<file path="src/sv/gpoc_pkg.sv">
`timescale 1ns / 1ps
`default_nettype none

package gpoc_pkg;

    // Cell coordinate width on the board
    localparam int CoordW = 3;

    typedef logic [CoordW-1:0] t_coord;

    typedef struct packed {
        t_coord first_start_row;
        t_coord first_start_col;
        t_coord first_end_row;
        t_coord first_end_col;
        t_coord second_start_row;
        t_coord second_start_col;
        t_coord second_end_row;
        t_coord second_end_col;
    } t_in_item;

    typedef struct packed {
        logic overlap;
        logic endpoint_only;
    } t_out_item;

    // Controller to datapath
    typedef struct packed {
        logic load;   // capture a new transaction and set both walkers to their starts
        logic step;   // advance the nested walk by one cell pair
    } t_dp_cmd;

    // Datapath to controller
    typedef struct packed {
        logic irregular;  // a path is neither straight nor diagonal
        logic ends_hit;   // some endpoint of one path equals an endpoint of the other
        logic match;      // current cell of A equals current cell of B
        logic last_j;     // B walker sits on its end cell
        logic last_i;     // A walker sits on its end cell
    } t_dp_status;

endpackage

`default_nettype wire

</file>
<file path="src/sv/gpoc_datapath.sv">
`timescale 1ns / 1ps
`default_nettype none

module gpoc_datapath (
    input  wire                  i_clk,
    input  wire                  i_rst_n,
    input  wire gpoc_pkg::t_in_item i_item,
    input  wire gpoc_pkg::t_dp_cmd  i_cmd,
    output gpoc_pkg::t_dp_status o_status
);

    // Distance between two coordinates
    function automatic gpoc_pkg::t_coord f_absdiff(input gpoc_pkg::t_coord a,
                                                   input gpoc_pkg::t_coord b);
        f_absdiff = (a > b) ? gpoc_pkg::t_coord'(a - b) : gpoc_pkg::t_coord'(b - a);
    endfunction

    // Unit step from start toward end, modulo the coordinate width
    function automatic gpoc_pkg::t_coord f_step(input gpoc_pkg::t_coord from,
                                                input gpoc_pkg::t_coord to);
        if (to > from)      f_step = gpoc_pkg::t_coord'(1);
        else if (to < from) f_step = '1;
        else                f_step = '0;
    endfunction

    gpoc_pkg::t_in_item r_ends;
    gpoc_pkg::t_coord   r_ar, r_ac, r_br, r_bc;
    gpoc_pkg::t_coord   r_i, r_j;

    gpoc_pkg::t_coord a_dr, a_dc, b_dr, b_dc, a_len, b_len;
    gpoc_pkg::t_coord a_sr, a_sc, b_sr, b_sc;
    logic             a_reg, b_reg;

    // Classify both stored paths
    always_comb begin
        a_dr  = f_absdiff(r_ends.first_end_row, r_ends.first_start_row);
        a_dc  = f_absdiff(r_ends.first_end_col, r_ends.first_start_col);
        b_dr  = f_absdiff(r_ends.second_end_row, r_ends.second_start_row);
        b_dc  = f_absdiff(r_ends.second_end_col, r_ends.second_start_col);
        a_len = (a_dr > a_dc) ? a_dr : a_dc;
        b_len = (b_dr > b_dc) ? b_dr : b_dc;
        a_sr  = f_step(r_ends.first_start_row, r_ends.first_end_row);
        a_sc  = f_step(r_ends.first_start_col, r_ends.first_end_col);
        b_sr  = f_step(r_ends.second_start_row, r_ends.second_end_row);
        b_sc  = f_step(r_ends.second_start_col, r_ends.second_end_col);
        a_reg = (a_dr == '0) || (a_dc == '0) || (a_dr == a_dc);
        b_reg = (b_dr == '0) || (b_dc == '0) || (b_dr == b_dc);
    end

    // Report status
    always_comb begin
        o_status.irregular = !a_reg || !b_reg;
        o_status.ends_hit =
            (r_ends.first_start_row == r_ends.second_start_row &&
             r_ends.first_start_col == r_ends.second_start_col) ||
            (r_ends.first_start_row == r_ends.second_end_row &&
             r_ends.first_start_col == r_ends.second_end_col) ||
            (r_ends.first_end_row == r_ends.second_start_row &&
             r_ends.first_end_col == r_ends.second_start_col) ||
            (r_ends.first_end_row == r_ends.second_end_row &&
             r_ends.first_end_col == r_ends.second_end_col);
        o_status.match  = (r_ar == r_br) && (r_ac == r_bc);
        o_status.last_j = (r_j == b_len);
        o_status.last_i = (r_i == a_len);
    end

    // Capture endpoints, advance the two walkers
    always_ff @(posedge i_clk) begin
        if (!i_rst_n) begin
            r_i <= '0;
            r_j <= '0;
        end else if (i_cmd.load) begin
            r_ends <= i_item;
            r_ar   <= i_item.first_start_row;
            r_ac   <= i_item.first_start_col;
            r_br   <= i_item.second_start_row;
            r_bc   <= i_item.second_start_col;
            r_i    <= '0;
            r_j    <= '0;
        end else if (i_cmd.step) begin
            if (o_status.last_j) begin
                r_j  <= '0;
                r_br <= r_ends.second_start_row;
                r_bc <= r_ends.second_start_col;
                r_i  <= r_i + gpoc_pkg::t_coord'(1);
                r_ar <= r_ar + a_sr;
                r_ac <= r_ac + a_sc;
            end else begin
                r_j  <= r_j + gpoc_pkg::t_coord'(1);
                r_br <= r_br + b_sr;
                r_bc <= r_bc + b_sc;
            end
        end
    end

endmodule

`default_nettype wire

</file>
<file path="src/sv/gpoc_ctrl.sv">
`timescale 1ns / 1ps
`default_nettype none

module gpoc_ctrl (
    input  wire                   i_clk,
    input  wire                   i_rst_n,
    input  wire                   i_in_valid,
    output logic                  o_in_ready,
    output logic                  o_out_valid,
    input  wire                   i_out_ready,
    output gpoc_pkg::t_out_item   o_out_item,
    output gpoc_pkg::t_dp_cmd     o_cmd,
    input  wire gpoc_pkg::t_dp_status i_status
);

    localparam logic [1:0] S_IDLE   = 2'd0;
    localparam logic [1:0] S_CHECK  = 2'd1;
    localparam logic [1:0] S_WALK   = 2'd2;
    localparam logic [1:0] S_FINISH = 2'd3;

    logic [1:0]          r_state, n_state;
    gpoc_pkg::t_out_item r_res, n_res;
    gpoc_pkg::t_out_item r_out;
    logic                r_out_valid;
    logic                out_free;

    assign out_free    = !r_out_valid || i_out_ready;
    assign o_in_ready  = (r_state == S_IDLE);
    assign o_out_valid = r_out_valid;
    assign o_out_item  = r_out;

    // Sequence one transaction through classify, walk and hand-off
    always_comb begin
        n_state    = r_state;
        n_res      = r_res;
        o_cmd.load = 1'b0;
        o_cmd.step = 1'b0;
        unique case (r_state)
            S_IDLE: begin
                if (i_in_valid) begin
                    o_cmd.load = 1'b1;
                    n_state    = S_CHECK;
                end
            end
            S_CHECK: begin
                if (i_status.irregular) begin
                    n_res.overlap       = i_status.ends_hit;
                    n_res.endpoint_only = 1'b1;
                    n_state             = S_FINISH;
                end else begin
                    n_state = S_WALK;
                end
            end
            S_WALK: begin
                n_res.endpoint_only = 1'b0;
                if (i_status.match) begin
                    n_res.overlap = 1'b1;
                    n_state       = S_FINISH;
                end else if (i_status.last_i && i_status.last_j) begin
                    n_res.overlap = 1'b0;
                    n_state       = S_FINISH;
                end else begin
                    o_cmd.step = 1'b1;
                end
            end
            S_FINISH: begin
                if (out_free) n_state = S_IDLE;
            end
            default: n_state = S_IDLE;
        endcase
    end

    // Hold state and pending result
    always_ff @(posedge i_clk) begin
        if (!i_rst_n) begin
            r_state <= S_IDLE;
        end else begin
            r_state <= n_state;
        end
        r_res <= n_res;
    end

    // Output register: load on hand-off, drop on acceptance
    always_ff @(posedge i_clk) begin
        if (!i_rst_n) begin
            r_out_valid <= 1'b0;
        end else if (r_state == S_FINISH && out_free) begin
            r_out_valid <= 1'b1;
            r_out       <= r_res;
        end else if (i_out_ready) begin
            r_out_valid <= 1'b0;
        end
    end

endmodule

`default_nettype wire

</file>
<file path="src/sv/grid_path_overlap_check.sv">
`timescale 1ns / 1ps
`default_nettype none

// Checks whether two grid paths, each given by start and end cell, share a
// cell. One transaction is processed at a time: the datapath captures it,
// the paths are classified, then, when both are straight or diagonal, the
// nested walk compares one cell pair per step, at most (lenA+1)*(lenB+1)
// <= 64 pairs and stopping at the first shared cell, and the result is
// handed to the output register once that register is free. The walk is
// paced by the single cell comparator in the datapath. Irregular paths skip
// the walk and compare endpoints only (endpoint_only set). The next
// transaction is accepted while the previous result waits to be taken.
module grid_path_overlap_check (
    input  wire                  i_clk,
    input  wire                  i_rst_n,
    input  wire                  i_in_valid,
    output logic                 o_in_ready,
    input  wire gpoc_pkg::t_in_item i_in_item,
    output logic                 o_out_valid,
    input  wire                  i_out_ready,
    output gpoc_pkg::t_out_item  o_out_item
);

    gpoc_pkg::t_dp_cmd    s_cmd;
    gpoc_pkg::t_dp_status s_status;

    gpoc_ctrl u_ctrl (
        .i_clk       (i_clk),
        .i_rst_n     (i_rst_n),
        .i_in_valid  (i_in_valid),
        .o_in_ready  (o_in_ready),
        .o_out_valid (o_out_valid),
        .i_out_ready (i_out_ready),
        .o_out_item  (o_out_item),
        .o_cmd       (s_cmd),
        .i_status    (s_status)
    );

    gpoc_datapath u_datapath (
        .i_clk    (i_clk),
        .i_rst_n  (i_rst_n),
        .i_item   (i_in_item),
        .i_cmd    (s_cmd),
        .o_status (s_status)
    );

    // Load and step never coincide
    a_cmd_exclusive: assert property (@(posedge i_clk) disable iff (!i_rst_n)
        !(s_cmd.load && s_cmd.step))
        else $error("load and step issued together");

    // Never walk past a shared cell
    a_no_step_on_match: assert property (@(posedge i_clk) disable iff (!i_rst_n)
        s_cmd.step |-> !s_status.match)
        else $error("walk advanced past a match");

    // Irregular paths are never walked
    a_no_step_irregular: assert property (@(posedge i_clk) disable iff (!i_rst_n)
        s_cmd.step |-> !s_status.irregular)
        else $error("walk on irregular path");

    // Busy right after accepting a transaction
    a_busy_after_accept: assert property (@(posedge i_clk) disable iff (!i_rst_n)
        (i_in_valid && o_in_ready) |=> !o_in_ready)
        else $error("ready right after accept");

endmodule

`default_nettype wire
</file>
<file path="config.mk">
export PLATFORM = sky130hd
export DESIGN_NAME = grid_path_overlap_check
export DESIGN_NICKNAME = d
export VERILOG_FILES = /design/src/sv/gpoc_pkg.sv /design/src/sv/gpoc_datapath.sv /design/src/sv/gpoc_ctrl.sv /design/src/sv/grid_path_overlap_check.sv
export SDC_FILE = /design/constraint.sdc
export NUM_CORES = 1
export LEC_CHECK = 0
export BUFFER_PORTS_ARGS = -buffer_cell sky130_fd_sc_hd__buf_2
export CAP_MARGIN = 25
export CORE_AREA = 2 2 135 124
export DETAILED_ROUTE_END_ITERATION = 12
export DIE_AREA = 0 0 137 126
export SYNTH_ARGS = -nofsm -noshare
export SYNTH_HDL_FRONTEND = slang
export SYNTH_HIERARCHICAL = 1
export SYNTH_SLANG_ARGS = --single-unit
</file>
<file path="constraint.sdc">
create_clock -name i_clk -period 5.8 [get_ports i_clk]
set_input_delay 1.16 -clock i_clk [delete_from_list [all_inputs] [get_ports i_clk]]
set_output_delay 1.16 -clock i_clk [all_outputs]
set_load 0.03 [all_outputs]
</file>
==> out/results.txt <==
Leakage - 0.00187 uW
Post-synth EDFFs - 40
Die width - 137 um
RSZ-0062 raised after global routing - no
RD Place Congestion - 0.839
Post-route ant nets - 0
Fin. Hold Viols - 0
Crit path cell chain - inv_1, ha_1, and2_1, a2111o_1, o211ai_1, and2_1, inv_1, ha_1, or3b_2, or4_1, o211ai_1, nor3_1, nor3_2, nand4bb_4, inv_1, nand2_1, and2_1, inv_1, nor2_2, o21a_1
Hold-fix buffers, CTS - 0
Critical path class - reg2reg
Synth warn - 6
Initial DRC count - 116
Sw Pwr - 644 uW
Crit path DAT - 5.31 ns
Clock insertion delay at the later pin of the skew report - 0.29 ns
Yosys reg bits - 49
CP required - 5.77 ns
CTS resizes - 0
Max Cap Violations - 0
Rel. slew slack - 48.2%
CP startpoint kind - flop
Slew Limit Fails - 0
DRT Pass-1 Iters - 4
CTS tree - built
Total Routing Usage GR - 10.6%
Postcts setup bufs - 0
HP Class - reg2reg
Vias in the first global route - 2,790
Yosys cell types - 61
Gr ovfl total - 0
Clock network power share - 17.6%
Die ar. - 17,300 um^2
Ports - 32
Layout Skew - 0.00822 ns
Total clock sinks - 49
Post-Synthesis Cell Area - 3910 um^2
Antenna violations before repair - 0
Multi-input logic area - 2290 um^2
Final worst path period need - 5.34 ns
CTS Buf Count - 5
CP max FO - 13
Switching share of power - 39.1%
Post-Syn Nets - 444
Combinational power share - 50.0%
Synth Instances - 369
Part of the power in registers - 32.4%
Asr flop ratio synth - 0%
Period utilisation layout - 92.0%
Max stage delay cell, worst path - edfxtp_1
N_diodes - 0
Largest net degree at the start of global routing - 23
HPWL Detailed - 7100 um
Cell Pwr Density - 369 nW/um^2
Setup Total Neg Slack - 0 ns
Run status - complete, no violations
Std-Cell Rows - 44
Total design power - 1650 uW
H-tree depth - 2
Top achievable clock speed - 0.187 GHz
CP max stage delay - 0.48 ns
Main flop type after synthesis - edfxtp_1
Drc violations - 0
Drt wl/cell - 14.1 um
Worst vdd ir - 0.141 mV
Sequential area share after synthesis - 35.3%
Vias per cell - 4.53
Worst-case hold slack - 0.432 ns
Crit-path most repeated cell - inv_1
Fillers - 1,668
Syn Area/Cell - 10.6 um^2
CTS Buffer Depth - 2
First-pass GRT wire length - 14,200 um
Fin nets - 479
Area Overhead vs Synth - 14.1%
# setup viols final - 0
CORE AREA - 15,900 um^2
Internal Power - 1000 uW
Crit path capture type - flop
WL final - 8610 um
IO buf count - 31
Initial core utilization - 24.7%
Via count - 2,770
Clock-pin slew on the worst setup and hold paths - 0.07 ns
Clk root buf - clkbuf_16
Worst-margin pin slew - 0.776 ns
Layout cells sized above 1 - 15.1%
Die Span Y - 126 um
Register Area - 1380 um^2
==> flip-flops by register name (all words and copies together) (netlist names) <==
register and count:
u_ctrl/o_out_item 2, u_ctrl/o_out_valid 1, u_ctrl/r_res 2, u_ctrl/r_state 2
u_datapath/r_ac 3, u_datapath/r_ar 3, u_datapath/r_bc 3, u_datapath/r_br 3
u_datapath/r_ends 24, u_datapath/r_i 3, u_datapath/r_j 3
==> power by group through the flow <==
stage	logic (uW)	registers [uW]	clock network [uW]
finish	825	534	290
global route	933	541	313
CTS	829	534	300
detailed placement	822	542	0
global placement	797	539	0
floorplan	667	520	0
==> critical path: cells and delay by family (launching register included) <==
family	cells	cell delay, ns
AOI/OAI and AO/OA	4	0.91
buffers and inverters	4	0.41
adders and majority gates	2	0.69
and+or+nand+nor	10	2.50
DFF	1	0.48
==> cells by family (layout without fill, tap and decap cells) <==
kind of cell,Yosys count,count (layout),share of synthesized area [%]
AND/OR/NAND/NOR,85,85,13.4
buffers and inverters,61,97,6.04
AO/OA/AOI/OAI,53,53,10.0
flip-flops,49,49,35.3
adder cells (fa/ha/maj),47,47,17.3
XOR/XNOR,44,44,9.85
multiplexers,30,30,8.03
==> cell usage after synthesis, types with 3 or more instances <==
| cell type | n | area [um^2] |
|---|---|---|
| a21oi_1 | 10 | 50.1 |
| a31oi_1 | 3 | 18.8 |
| and2_1 | 6 | 37.5 |
| and3_1 | 5 | 31.3 |
| clkbuf_1 | 3 | 11.3 |
| dfxtp_1 | 9 | 180 |
| edfxtp_1 | 40 | 1200 |
| fa_1 | 12 | 240 |
| ha_1 | 35 | 438 |
| inv_1 | 57 | 214 |
| mux2_2 | 7 | 78.8 |
| mux2i_1 | 22 | 220 |
| nand2_1 | 17 | 63.8 |
| nand2b_1 | 3 | 18.8 |
| nand3_1 | 9 | 45.0 |
| nand4_1 | 5 | 31.3 |
| nor2_1 | 7 | 26.3 |
| nor2b_1 | 6 | 37.5 |
| nor3_1 | 4 | 20.0 |
| nor4_1 | 4 | 25.0 |
| o211ai_1 | 3 | 22.5 |
| o21a_1 | 4 | 30.0 |
| o21ai_0 | 9 | 45.0 |
| xnor2_1 | 21 | 184 |
| xor2_1 | 23 | 201 |
==> path summary, 6_finish.rpt <==
kind | slack [ns] | depth (start not counted) | startpoint | endpoint
min reg2reg | 0.43 | 0 | u_ctrl/r_res[0] | u_ctrl/o_out_item[0]
max | 0.46 | 20 | u_datapath/r_ends[4] | u_datapath/r_ac[1]
min | 0.43 | 0 | u_ctrl/r_res[0] | u_ctrl/o_out_item[0]
max reg2reg | 0.46 | 20 | u_datapath/r_ends[4] | u_datapath/r_ac[1]
==> area by class of cell <==
class                      count  share of cell area (%)
tap                          207                    5.80
clock buffer                   6                    2.89
inverter                      57                    4.79
timing repair buffer          32                    3.81
multi-input combinational    259                    51.4
sequential                    49                    31.0
clock inverter                 2                   0.336
==> cell usage in the layout (no fill, tap or decap), types with 3 or more instances in the layout <==
master / netlist / routed
a21oi_1: 10 / 10
a31oi_1: 3 / 3
and2_1: 6 / 6
and3_1: 5 / 5
buf_2: 0 / 31
clkbuf_16: 0 / 5
dfxtp_1: 9 / 9
edfxtp_1: 40 / 40
fa_1: 12 / 12
ha_1: 35 / 35
inv_1: 57 / 57
mux2_2: 7 / 7
mux2i_1: 22 / 22
nand2_1: 17 / 17
nand2b_1: 3 / 3
nand3_1: 9 / 9
nand4_1: 5 / 5
nor2_1: 7 / 7
nor2b_1: 6 / 6
nor3_1: 4 / 4
nor4_1: 4 / 4
o211ai_1: 3 / 3
o21a_1: 4 / 4
o21ai_0: 9 / 9
xnor2_1: 21 / 21
xor2_1: 23 / 23
==> metal layers <==
metal | vias to the layer above | share of wire [%] | GRT usage (%) | routed length [um]
li1 | 1362 | - | - | -
met1 | 1347 | 45 | 13.8 | 3900
met2 | 48 | 48 | 17.6 | 4170
met3 | 13 | 3.8 | 1.53 | 328
met4 | 0 | 2.3 | 3.88 | 201
met5 | - | 0 | 0 | 0
==> through the flow <==
step	area, um^2	std cells	util, %	setup slack [ns]
after floorplan	3910	369	-	0.978
after global placement	4300	603	27.1	0.678
after detailed placement	4320	604	27.2	0.483
after CTS	4460	612	28.1	0.464
after global routing	4460	612	28.1	0.0693
final	4460	612	28.1	0.464
Power figures use the tool's default switching activity.
